$ cat config.mk
export PLATFORM = sky130hd
export DESIGN_NAME = indexed_array_list
export DESIGN_NICKNAME = d
export VERILOG_FILES = /design/src/ial_pkg.sv /design/src/ial_ctrl.sv /design/src/ial_datapath.sv /design/src/indexed_array_list.sv
export SDC_FILE = /design/constraint.sdc
export NUM_CORES = 2
export LEC_CHECK = 0
export BUFFER_PORTS_ARGS = -buffer_cell sky130_fd_sc_hd__buf_4
export CORE_MARGIN = 3
export CORE_UTILIZATION = 55
export DETAILED_ROUTE_END_ITERATION = 10
export PLACE_DENSITY = 0.75
export SYNTH_ARGS = -nofsm -noshare
export SYNTH_HDL_FRONTEND = slang
export SYNTH_SLANG_ARGS = --single-unit
$ cat constraint.sdc
create_clock -name clk -period 14.4 [get_ports clk]
set_input_delay 0.72 -clock clk [delete_from_list [all_inputs] [get_ports clk]]
set_output_delay 0.72 -clock clk [all_outputs]
set_load 0.05 [all_outputs]
$ cat src/ial_pkg.sv
package ial_pkg;

  // Default sizing
  localparam int DEF_CAPACITY  = 64;
  localparam int DEF_WORD_BITS = 32;

  // Fixed field widths on the ports
  localparam int FUNC_W   = 3;
  localparam int INDEX_W  = 6;
  localparam int VALUE_W  = 32;
  localparam int STATUS_W = 2;
  localparam int POS_W    = 6;
  localparam int DATA_W   = 32;
  localparam int LEN_W    = 7;

  // Operation codes
  localparam logic [FUNC_W-1:0] FN_PUSH   = 3'd0;
  localparam logic [FUNC_W-1:0] FN_INSERT = 3'd1;
  localparam logic [FUNC_W-1:0] FN_DELETE = 3'd2;
  localparam logic [FUNC_W-1:0] FN_FIND   = 3'd3;
  localparam logic [FUNC_W-1:0] FN_READ   = 3'd4;

  // Status codes
  localparam logic [STATUS_W-1:0] ST_OK    = 2'd0;
  localparam logic [STATUS_W-1:0] ST_RANGE = 2'd1;
  localparam logic [STATUS_W-1:0] ST_FULL  = 2'd2;

  // Controller to datapath
  typedef struct packed {
    logic load;       // latch the accepted request
    logic check;      // latch the decoded status
    logic start;      // set up the walk over the entries
    logic walk_step;  // advance the walk by one entry
    logic apply;      // final write and length update
    logic reply;      // move the result into the output register
  } ial_cmd_t;

  // Datapath to controller
  typedef struct packed {
    logic err;        // request fails with range or full status
    logic push;       // push that fits
    logic walk;       // request needs a walk over the entries
    logic walk_done;  // all reads issued and retired
    logic hit;        // find matched an entry this cycle
    logic out_free;   // output register can take a result
  } ial_stat_t;

endpackage

$ cat src/ial_ctrl.sv
module ial_ctrl import ial_pkg::*; (
  input  logic      clk,
  input  logic      rst_n,
  input  logic      in_tvalid,
  output logic      in_tready,
  input  ial_stat_t st,
  output ial_cmd_t  cmd
);

  typedef enum logic [4:0] {
    S_IDLE  = 5'b00001,
    S_CHECK = 5'b00010,
    S_WALK  = 5'b00100,
    S_APPLY = 5'b01000,
    S_REPLY = 5'b10000
  } state_t;

  state_t state_r, state_nxt;

  assign in_tready = (state_r == S_IDLE);

  always_comb begin
    state_nxt = state_r;
    cmd       = '0;
    unique case (state_r)
      S_IDLE: begin
        if (in_tvalid) begin
          cmd.load  = 1'b1;
          state_nxt = S_CHECK;
        end
      end
      S_CHECK: begin
        cmd.check = 1'b1;
        priority if (st.err) begin
          state_nxt = S_REPLY;
        end else if (st.push) begin
          state_nxt = S_APPLY;
        end else if (st.walk) begin
          cmd.start = 1'b1;
          state_nxt = S_WALK;
        end else begin
          state_nxt = S_REPLY;
        end
      end
      S_WALK: begin
        cmd.walk_step = 1'b1;
        if (st.hit || st.walk_done) state_nxt = S_APPLY;
      end
      S_APPLY: begin
        cmd.apply = 1'b1;
        state_nxt = S_REPLY;
      end
      S_REPLY: begin
        if (st.out_free) begin
          cmd.reply = 1'b1;
          state_nxt = S_IDLE;
        end
      end
      default: state_nxt = S_IDLE;
    endcase
  end

  always_ff @(posedge clk) begin
    if (!rst_n) state_r <= S_IDLE;
    else        state_r <= state_nxt;
  end

endmodule

$ cat src/ial_datapath.sv
module ial_datapath import ial_pkg::*; #(
  parameter int CAPACITY  = DEF_CAPACITY,
  parameter int WORD_BITS = DEF_WORD_BITS
) (
  input  logic                clk,
  input  logic                rst_n,
  input  logic [FUNC_W-1:0]   in_func,
  input  logic [INDEX_W-1:0]  in_index,
  input  logic [VALUE_W-1:0]  in_value,
  input  ial_cmd_t            cmd,
  output ial_stat_t           st,
  input  logic                out_tready,
  output logic                out_valid,
  output logic [STATUS_W-1:0] out_status,
  output logic                out_found,
  output logic [POS_W-1:0]    out_position,
  output logic [DATA_W-1:0]   out_data,
  output logic [LEN_W-1:0]    out_length
);

  localparam int ADDR_W = $clog2(CAPACITY);
  localparam int CNT_W  = $clog2(CAPACITY + 1);
  localparam int CMP_W  = (CNT_W > INDEX_W) ? CNT_W : INDEX_W;

  logic [WORD_BITS-1:0] mem [CAPACITY];

  logic [FUNC_W-1:0]    func_r;
  logic [CMP_W-1:0]     idx_r;
  logic [WORD_BITS-1:0] val_r;
  logic [CNT_W-1:0]     count_r;
  logic [CNT_W-1:0]     rem_r;
  logic [ADDR_W-1:0]    rd_addr_r;
  logic                 pend_r;
  logic [ADDR_W-1:0]    pend_addr_r;
  logic [WORD_BITS-1:0] rd_data_r;
  logic [STATUS_W-1:0]  res_status_r;
  logic                 res_found_r;
  logic [ADDR_W-1:0]    res_pos_r;
  logic [WORD_BITS-1:0] res_data_r;
  logic                 out_valid_r;
  logic [STATUS_W-1:0]  out_status_r;
  logic                 out_found_r;
  logic [POS_W-1:0]     out_pos_r;
  logic [DATA_W-1:0]    out_data_r;
  logic [LEN_W-1:0]     out_len_r;

  logic [CMP_W+INDEX_W-1:0]     idx_ext;
  logic [CMP_W+CNT_W-1:0]       cnt_ext;
  logic [WORD_BITS+VALUE_W-1:0] val_ext;
  logic [POS_W+ADDR_W-1:0]      pos_ext;
  logic [DATA_W+WORD_BITS-1:0]  data_ext;
  logic [LEN_W+CNT_W-1:0]       len_ext;
  logic [CMP_W-1:0]             cnt_cmp;
  logic [CMP_W-1:0]             ins_rem;
  logic [CMP_W-1:0]             del_rem;
  logic [CMP_W-1:0]             idx_p1;
  logic [CNT_W-1:0]             cnt_m1;
  logic [ADDR_W-1:0]            idx_addr;
  logic is_push, is_ins, is_del, is_find, is_rd;
  logic range_hit, full, range_err, full_err;
  logic hit, issue;
  logic                 mem_we;
  logic [ADDR_W-1:0]    mem_waddr;
  logic [WORD_BITS-1:0] mem_wdata;
  logic [CNT_W-1:0]     rem_nxt;
  logic [ADDR_W-1:0]    rd_addr_nxt;

  assign idx_ext  = {{CMP_W{1'b0}}, in_index};
  assign cnt_ext  = {{CMP_W{1'b0}}, count_r};
  assign val_ext  = {{WORD_BITS{1'b0}}, in_value};
  assign pos_ext  = {{POS_W{1'b0}}, res_pos_r};
  assign data_ext = {{DATA_W{1'b0}}, res_data_r};
  assign len_ext  = {{LEN_W{1'b0}}, count_r};
  assign cnt_cmp  = cnt_ext[CMP_W-1:0];
  assign ins_rem  = cnt_cmp - idx_r;
  assign del_rem  = cnt_cmp - idx_r - 1'b1;
  assign idx_p1   = idx_r + 1'b1;
  assign cnt_m1   = count_r - 1'b1;
  assign idx_addr = idx_r[ADDR_W-1:0];

  assign is_push = (func_r == FN_PUSH);
  assign is_ins  = (func_r == FN_INSERT);
  assign is_del  = (func_r == FN_DELETE);
  assign is_find = (func_r == FN_FIND);
  assign is_rd   = (func_r == FN_READ);

  assign range_hit = (idx_r >= cnt_cmp);
  assign full      = (count_r == CNT_W'(CAPACITY));
  assign range_err = (is_ins || is_del || is_rd) && range_hit;
  assign full_err  = (is_push || (is_ins && !range_hit)) && full;

  assign hit   = pend_r && is_find && (rd_data_r == val_r);
  assign issue = cmd.walk_step && (rem_r != '0) && !hit;

  assign st.err       = range_err || full_err;
  assign st.push      = is_push && !full;
  assign st.walk      = (is_ins && !range_hit && !full) || ((is_del || is_rd) && !range_hit)
                        || is_find;
  assign st.walk_done = (rem_r == '0) && !pend_r;
  assign st.hit       = hit;
  assign st.out_free  = !out_valid_r || out_tready;

  // Insert walks down from the top, everything else walks up.
  always_comb begin
    rem_nxt     = rem_r;
    rd_addr_nxt = rd_addr_r;
    if (cmd.start) begin
      priority if (is_ins) begin
        rem_nxt     = ins_rem[CNT_W-1:0];
        rd_addr_nxt = cnt_m1[ADDR_W-1:0];
      end else if (is_del) begin
        rem_nxt     = del_rem[CNT_W-1:0];
        rd_addr_nxt = idx_p1[ADDR_W-1:0];
      end else if (is_find) begin
        rem_nxt     = count_r;
        rd_addr_nxt = '0;
      end else begin
        rem_nxt     = CNT_W'(1);
        rd_addr_nxt = idx_addr;
      end
    end else if (issue) begin
      rem_nxt     = rem_r - 1'b1;
      rd_addr_nxt = is_ins ? rd_addr_r - 1'b1 : rd_addr_r + 1'b1;
    end
  end

  // One write port: shifted words during the walk, the new word at apply.
  always_comb begin
    mem_we    = 1'b0;
    mem_waddr = pend_addr_r;
    mem_wdata = rd_data_r;
    if (cmd.walk_step && pend_r && (is_ins || is_del)) begin
      mem_we    = 1'b1;
      mem_waddr = is_ins ? pend_addr_r + 1'b1 : pend_addr_r - 1'b1;
    end else if (cmd.apply && (is_push || is_ins)) begin
      mem_we    = 1'b1;
      mem_waddr = is_push ? count_r[ADDR_W-1:0] : idx_addr;
      mem_wdata = val_r;
    end
  end

  always_ff @(posedge clk) begin
    if (mem_we) mem[mem_waddr] <= mem_wdata;
    if (issue)  rd_data_r <= mem[rd_addr_r];
  end

  always_ff @(posedge clk) begin
    if (cmd.load) begin
      func_r      <= in_func;
      idx_r       <= idx_ext[CMP_W-1:0];
      val_r       <= val_ext[WORD_BITS-1:0];
      res_found_r <= 1'b0;
      res_pos_r   <= '0;
      res_data_r  <= '0;
    end else if (cmd.walk_step && pend_r) begin
      if (hit) begin
        res_found_r <= 1'b1;
        res_pos_r   <= pend_addr_r;
      end
      if (is_rd) res_data_r <= rd_data_r;
    end
    if (cmd.check) begin
      res_status_r <= range_err ? ST_RANGE : (full_err ? ST_FULL : ST_OK);
    end
    rem_r     <= rem_nxt;
    rd_addr_r <= rd_addr_nxt;
    if (issue) pend_addr_r <= rd_addr_r;
    if (cmd.reply) begin
      out_status_r <= res_status_r;
      out_found_r  <= res_found_r;
      out_pos_r    <= pos_ext[POS_W-1:0];
      out_data_r   <= data_ext[DATA_W-1:0];
      out_len_r    <= len_ext[LEN_W-1:0];
    end
  end

  always_ff @(posedge clk) begin
    if (!rst_n) begin
      count_r     <= '0;
      pend_r      <= 1'b0;
      out_valid_r <= 1'b0;
    end else begin
      pend_r <= issue;
      if (cmd.apply) begin
        if (is_push || is_ins) count_r <= count_r + 1'b1;
        else if (is_del)       count_r <= count_r - 1'b1;
      end
      if (cmd.reply)       out_valid_r <= 1'b1;
      else if (out_tready) out_valid_r <= 1'b0;
    end
  end

  assign out_valid    = out_valid_r;
  assign out_status   = out_status_r;
  assign out_found    = out_found_r;
  assign out_position = out_pos_r;
  assign out_data     = out_data_r;
  assign out_length   = out_len_r;

  a_count_bound: assert property (@(posedge clk) disable iff (!rst_n)
    count_r <= CNT_W'(CAPACITY))
    else $error("length above capacity");

  a_no_write_on_load: assert property (@(posedge clk) disable iff (!rst_n)
    mem_we |-> !cmd.load)
    else $error("memory write while a new request is latched");

  a_count_only_apply: assert property (@(posedge clk) disable iff (!rst_n)
    !cmd.apply |=> $stable(count_r))
    else $error("length changed outside apply");

  a_hit_only_find: assert property (@(posedge clk) disable iff (!rst_n)
    hit |-> (func_r == FN_FIND))
    else $error("match flagged outside find");

  a_reply_valid: assert property (@(posedge clk) disable iff (!rst_n)
    cmd.reply |=> out_valid_r)
    else $error("reply did not raise output valid");

endmodule

$ cat src/indexed_array_list.sv
// Fixed-capacity word list with a length count. Each request on the input stream
// is push, insert at index, delete at index, find value or read at index, and
// each gives exactly one result carrying status (ok, index out of range, list
// full), found, position, data and the length after the operation. Entries live
// in a single-port-write, registered-read memory; insert and delete move the
// later entries one per cycle, and find scans from position 0 one entry per
// cycle, so the cost follows the walk through that memory. Errors and unused
// codes skip the walk and the write, push writes without a walk, and find
// stops at its first match. One request is in flight at a time; the next
// request is accepted while the previous result still waits in the output
// register.
// Memory contents are undefined after reset and need no clearing: only entries
// below the length are ever read.
module indexed_array_list import ial_pkg::*; #(
  parameter int CAPACITY  = DEF_CAPACITY,
  parameter int WORD_BITS = DEF_WORD_BITS
) (
  input  logic        clk,
  input  logic        rst_n,
  // Request channel
  input  logic        in_tvalid,
  output logic        in_tready,
  input  logic [39:0] in_tdata,   // [5:0] index, [37:6] value, [39:38] zero
  input  logic [2:0]  in_tuser,   // [2:0] func
  // Result channel
  output logic        out_tvalid,
  input  logic        out_tready,
  output logic [47:0] out_tdata,  // [0] found, [6:1] position, [38:7] data,
                                  // [45:39] length, [47:46] zero
  output logic [1:0]  out_tuser   // [1:0] status
);

  ial_cmd_t  cmd;
  ial_stat_t st;

  logic [STATUS_W-1:0] res_status;
  logic                res_found;
  logic [POS_W-1:0]    res_position;
  logic [DATA_W-1:0]   res_data;
  logic [LEN_W-1:0]    res_length;

  // Sequence each request: decode, walk, apply, reply.
  ial_ctrl u_ctrl (
    .clk       (clk),
    .rst_n     (rst_n),
    .in_tvalid (in_tvalid),
    .in_tready (in_tready),
    .st        (st),
    .cmd       (cmd)
  );

  // Entry memory, length count, walk pointers and the output register.
  ial_datapath #(
    .CAPACITY  (CAPACITY),
    .WORD_BITS (WORD_BITS)
  ) u_datapath (
    .clk          (clk),
    .rst_n        (rst_n),
    .in_func      (in_tuser[FUNC_W-1:0]),
    .in_index     (in_tdata[INDEX_W-1:0]),
    .in_value     (in_tdata[INDEX_W+VALUE_W-1:INDEX_W]),
    .cmd          (cmd),
    .st           (st),
    .out_tready   (out_tready),
    .out_valid    (out_tvalid),
    .out_status   (res_status),
    .out_found    (res_found),
    .out_position (res_position),
    .out_data     (res_data),
    .out_length   (res_length)
  );

  // Pack the result fields, lowest field first, zero pad to whole bytes.
  assign out_tdata = {2'b00, res_length, res_data, res_position, res_found};
  assign out_tuser = res_status;

endmodule

Word level (Yosys, flattened, before mapping). Memory sizes are Yosys's and may differ from the RTL's. A register that Yosys moved wholly into a read port is not among the register bits. Cells that the tools add are included.

Register bits after elaboration: 163. RAM bits: 2048. Bits of input ports: 47. Output and inout bits: 52. Logic and storage cells: 127. Memories: 1.

Memories: u_datapath.mem (words 64, width 32, read ports 1, clocked after Yosys merged registers in 1, wr ports 1, RTL line ial_datapath.sv:25) `logic [WORD_BITS-1:0] mem [CAPACITY];`.

$add $sub $neg: 10. Magnitude comparators: 1. Equal/unequal tests: 14. Mux-type cells: 43. Reductions and logical operators: 39.

Operators with widths (number): $mux W32 (2); $mux W6 (10); $mux W7 (7); $eq A32 B32 Y1 (1); $mux W5 (6); $pmux W5 S5 (1); $sub A7 B1 Y7 const B (3); $add A6 B1 Y6 const B (3); $mux W1 (15); $logic_and A1 B1 Y1 (14); $sub A6 B1 Y6 const B (2); $logic_or A1 B1 Y1 (10); $add A7 B1 Y7 const B (1); $eq A7 B7 Y1 const B (1); $ge A6 B7 Y1 (1); $logic_not A7 Y1 (1); $reduce_bool A7 Y1 (1); $sub A7 B6 Y7 (1); $eq A3 B2 Y1 const B (2); $reduce_and A2 Y1 (3); $reduce_bool A2 Y1 (3); $eq A5 B1 Y1 const B (1); $eq A5 B2 Y1 const B (1); $eq A5 B3 Y1 const B (1); other kinds (10) (16).

Logic depth before layout (Yosys ltp).
Depth in word-level cells: 11. Depth in mapped cells: 14. Gate-level depth less buffers: 13.

Modules after synthesis. Synthesis repeated with hierarchy kept, for this count alone.

Cell total of the unflattened synthesis: 4114. Area, all modules: 86385.4 um2.

Modules (own cells, without submodules): ial_datapath (instances 1, cells an instance 4066, area each 86003.7 um2, seq. area each 66724.0 um2); ial_ctrl (instances 1, cells an instance 44, area each 355.3 um2, seq. area each 100.1 um2); indexed_array_list (instances 1, cells an instance 4, area each 26.3 um2, seq. area each 0.0 um2).

Worst setup path after synthesis. No wires, ideal clock.

Kind: reg2reg. From: register u_datapath.func_r[0]. To: memory u_datapath.mem[33][0] in the netlist's numbering, enable pin. Data arrival time: 5.031 ns. Data required time: 13.939 ns. Path slack: 8.908 ns. Cell stages (with the launch flop): 14. Cell sequence: edfxtp_1 > inv_1 > nor2_1 > nand2_1 > ha_1 > a21o_1 > a21oi_1 > o21ai_0 > a21oi_1 > xnor2_1 > nor2_1 > a211o_1 > buf_2 > nor3_1.

Cells in the longest elaborated chain, start to end: 7. Elaborated cells between the ends (all ways): 15. Those cells by class: eq/ne: 2; mux: 8; reduce/logical: 5.

RTL lines: start: declaration (RTL line ial_datapath.sv:27) `logic [FUNC_W-1:0] func_r;`; start signal: assignment (RTL line ial_datapath.sv:149) `func_r <= in_func;`; $eq A3 B1 Y1 / $logic_not A3 Y1 (equally long branches) (RTL line ial_datapath.sv:82, ial_datapath.sv:81); $logic_or A1 B1 Y1 (RTL line ial_datapath.sv:135) `end else if (cmd.apply && (is_push || is_ins)) begin`; $logic_and A1 B1 Y1 (RTL line ial_datapath.sv:135); $mux W1 (RTL line ial_datapath.sv:135); $mux W1 (RTL line ial_datapath.sv:132) `if (cmd.walk_step && pend_r && (is_ins || is_del)) begin`; $mux W1 (RTL line ial_datapath.sv:143) `if (mem_we) mem[mem_waddr] <= mem_wdata;`; $mux W1 (implied by the code) (RTL line ial_datapath.sv:143); end: declaration (RTL line ial_datapath.sv:25).

Parallel ways exist; a longest one is shown, timed or not.

Worst setup path after layout.
From: register u_datapath.func_r[0]. To: memory u_datapath.mem[60][6] in the netlist's numbering, enable pin.

The elaborated chain is that of the path after synthesis.

==> summary.md <==
- commonest cells after routing, fill and taps aside: 2190 x sky130_fd_sc_hd__edfxtp_1, 644 x sky130_fd_sc_hd__mux4_2, 210 x sky130_fd_sc_hd__clkbuf_16
- worst-case headroom to the max-slew limit: 9.15%
- via count of the first global-routing pass: 42400
- max-slew violations: 0
- data arrival time of the critical path: 6940 ps
- GP Congestion: 0.875
- Synth Cell Area: 86900 µm²
- DIE HEIGHT: 404 µm
- category of the worst setup path capture point: register
- xor/xnor share of the synthesized area: 0.605%
- leakage power of the design: 30.4 nW
- Final Hold Viols: 0
- Final ANT Viol Nets: 0
- WP data required: 14880 ps
- Slew @ Worst Pin: 1360 ps
- post-synth top area share: 75.7%
- CP Class: reg -> reg
- number of port buffers: 94
- Setup WS pre-CTS: 8140 ps
- total instance count after detailed placement: 5858
- status: finished clean
- startpoint types: register
- starting utilization of the core area: 55.5%
- post-layout net count: 4083
- vias per cell: 6.71
- register clock-pin slew on the reported worst setup and hold paths: 60 ps
- series of cell instances along the critical path: inv_1 > nor2_1 > nand2_1 > inv_1 > fa_1 > nor2b_1 > o21ai_0 > a21boi_0 > o21ai_0 > o311ai_0 > buf_4 > nor2_1 > nand2_1 > nor2_4 > buf_4
- fraction of final layout cells with drive strength greater than 1: 29.6%
- f_max: 155 MHz
- post-CTS resize count: 0
- placed wire-length estimate after detailed placement: 110 mm
- sinks on the clock net: 2243
- share of synthesized flip-flops with an asynchronous set or reset: 0%
- highest-delay cell along the critical path: sky130_fd_sc_hd__edfxtp_1
- simple-gate share of the synthesized area: 1.91%
- top-level I/O count: 99
- Finish-stage setup viols: 0
- number of distinct library cell variants in the gate-level netlist after synthesis: 69
- number of enable-type register cells in the synthesized netlist: 2190
- final critical-path share of the clock period: 44.9%
- number of DRC markers in iteration 0: 6275
- cell count after synthesis: 3804
- setup ws final: 7940 ps
- max_cap viols: 0
- fraction of the yosys area taken by sequential cells: 76.9%
- count of TritonRoute iterations in the first routing pass: 5
- highest fanout seen on the critical path: 24
- global-route congestion overflow total: 0
- setup repair bufs after CTS: 0
- fin util: 62.1%
- filler-free cell count of the finished design: 6237
- number of DRC violations after detailed routing: 0
- largest net degree at the start of global routing: 142
- area added between synthesis and finish: 11.8%
- total number of placement rows: 145
- area fraction in compound gates after synthesis: 1.28%
- dominant cell type by area after synthesis: sky130_fd_sc_hd__edfxtp_1
- Synth warnings: 0
- Longest Clk Path Bufs: 3
- CTS root buf: sky130_fd_sc_hd__clkbuf_16
- Post-Synthesis Mean Instance Area: 22.8 µm²
- detailed-route via count: 41800
- dominant register cell in the synthesized netlist: sky130_fd_sc_hd__edfxtp_1
- adder-cell share of the synthesized area: 0.371%
- total wirelength of the detailed-routed design: 214 mm
- clock latency on the worst-skew pair: 840 ps
- top cells by area in the synthesized netlist: sky130_fd_sc_hd__edfxtp_1 76%, sky130_fd_sc_hd__mux4_2 17%, sky130_fd_sc_hd__dfxtp_1 1.2%
- path type of the worst min-delay path: in -> reg
- multiplexer share of the synthesized area: 17.8%
- Num CTS Buffers: 206
- Core Box Area: 157000 µm²
- quantity of hold-fixing buffers added after cts: 4
- overall global routing resource usage: 26.7%
- Tmin final: 6460 ps
- unrepaired setup endpoints after global routing: false
- Worst Clk Skew: 30.5 ps
- power density over the cells: 130 nW/µm²
- cell area after layout: 97200 µm²
- delay of the slowest cell on the worst path: 940 ps
- setup TNS after final layout: 0 ps
- Max H-tree Level: 4
- total die area: 163000 µm²
- Yosys reg bits: 2243
- Max rail drop VDD: 0.101 mV
- placed standard-cell area: 90600 µm²
- CTS tree: built
- average wire per standard cell: 34.3 µm
- antenna violations before repair: 9
- die width: 404 µm
- wire length of the first global-routing pass: 309 mm
- combinational family with the most area after synthesis: multiplexers
- leading cell type in the layout, fill and taps excluded: sky130_fd_sc_hd__edfxtp_1
[stage by stage]
stage | hold WS (ps) | power, mW
floorplan | 400 | 7.39
global placement | 406 | 7.47
detailed placement | 417 | 7.47
CTS | 0.686 | 12.7
global route | 22.0 | 13.0
finish | 54.8 | 12.7
[report_power, final]
part / internal [mW] / switching [mW]
logic: 0.0899 / 0.134
clock network: 3.00 / 2.33
registers: 7.08 / 0.0273
[cell type report]
class,count,area [µm²]
Clock buffer,263,5510
Timing Repair Buffer,202,1630
Tap cell,2058,2570
Clock inverter,110,1030
Sequential cell,2243,66800
Antenna cell,2,5.00
Fill cell,10000,59400
Inverter,22,82.6
Multi-Input combinational cell,1337,19600
[critical path: cells and delay by family, from the launching register on]
family	cells	cell delay, ps
simple gates	6	2600
fa+ha+maj	1	290
compound gates	4	690
buf+inv	4	1530
flops	1	940
[registers in the layout (all words and copies together) (netlist names), 2 cells and up]
register                 count
u_datapath.rd_data_r        32
u_datapath.out_status        2
u_ctrl.state_r               5
u_datapath.out_data         32
u_datapath.pend_addr_r       6
u_datapath.res_pos_r         6
u_datapath.res_status_r      2
u_datapath.cnt_cmp           7
u_datapath.out_position      6
u_datapath.idx_r             6
u_datapath.rd_addr_r         6
u_datapath.mem            2048
u_datapath.out_length        7
u_datapath.func_r            3
u_datapath.val_r            32
u_datapath.res_data_r       32
u_datapath.rem_r             7
[cells in the mapped netlist (23+ instances only)]
cell type / n
sky130_fd_sc_hd__a211oi_1: 30
sky130_fd_sc_hd__a21oi_1: 46
sky130_fd_sc_hd__buf_1: 23
sky130_fd_sc_hd__buf_2: 76
sky130_fd_sc_hd__clkbuf_1: 88
sky130_fd_sc_hd__dfxtp_1: 53
sky130_fd_sc_hd__edfxtp_1: 2190
sky130_fd_sc_hd__mux2_2: 33
sky130_fd_sc_hd__mux2i_1: 59
sky130_fd_sc_hd__mux4_2: 644
sky130_fd_sc_hd__nand2_1: 84
sky130_fd_sc_hd__nor2_1: 133
sky130_fd_sc_hd__o21ai_0: 26
sky130_fd_sc_hd__xnor2_1: 38
[cells by family after synthesis]
logic type	after synthesis
DFF	2243
muxes	736
and+or+nand+nor	350
buffers and inverters	225
AOI/OAI and AO/OA	165
xor gates and xnor gates	60
adders and majority gates	24
other	1
[routing by layer]
layer / up-vias / GRT usage (%) / part of all wire (%)
met1: 22200 / 37.3 / 36
met3: 421 / 6.33 / 12
met4: 4 / 9.75 / 3.7
li1: 16500 / - / -
met2: 2725 / 41.9 / 49
met5: - / 0 / 0.014
[final timing paths]
kind                               from                       end  slack [ps]  cells after the start
max                u_datapath.func_r[0]     u_datapath.mem[60][6]        7940                     15
min                        in_tdata[15]       u_datapath.val_r[9]          50                      1
min reg2reg  u_datapath.res_status_r[1]  u_datapath.out_status[1]         430                      0
max reg2reg        u_datapath.func_r[0]     u_datapath.mem[60][6]        7940                     15
No activity file was read; power rests on OpenSTA's default activity.
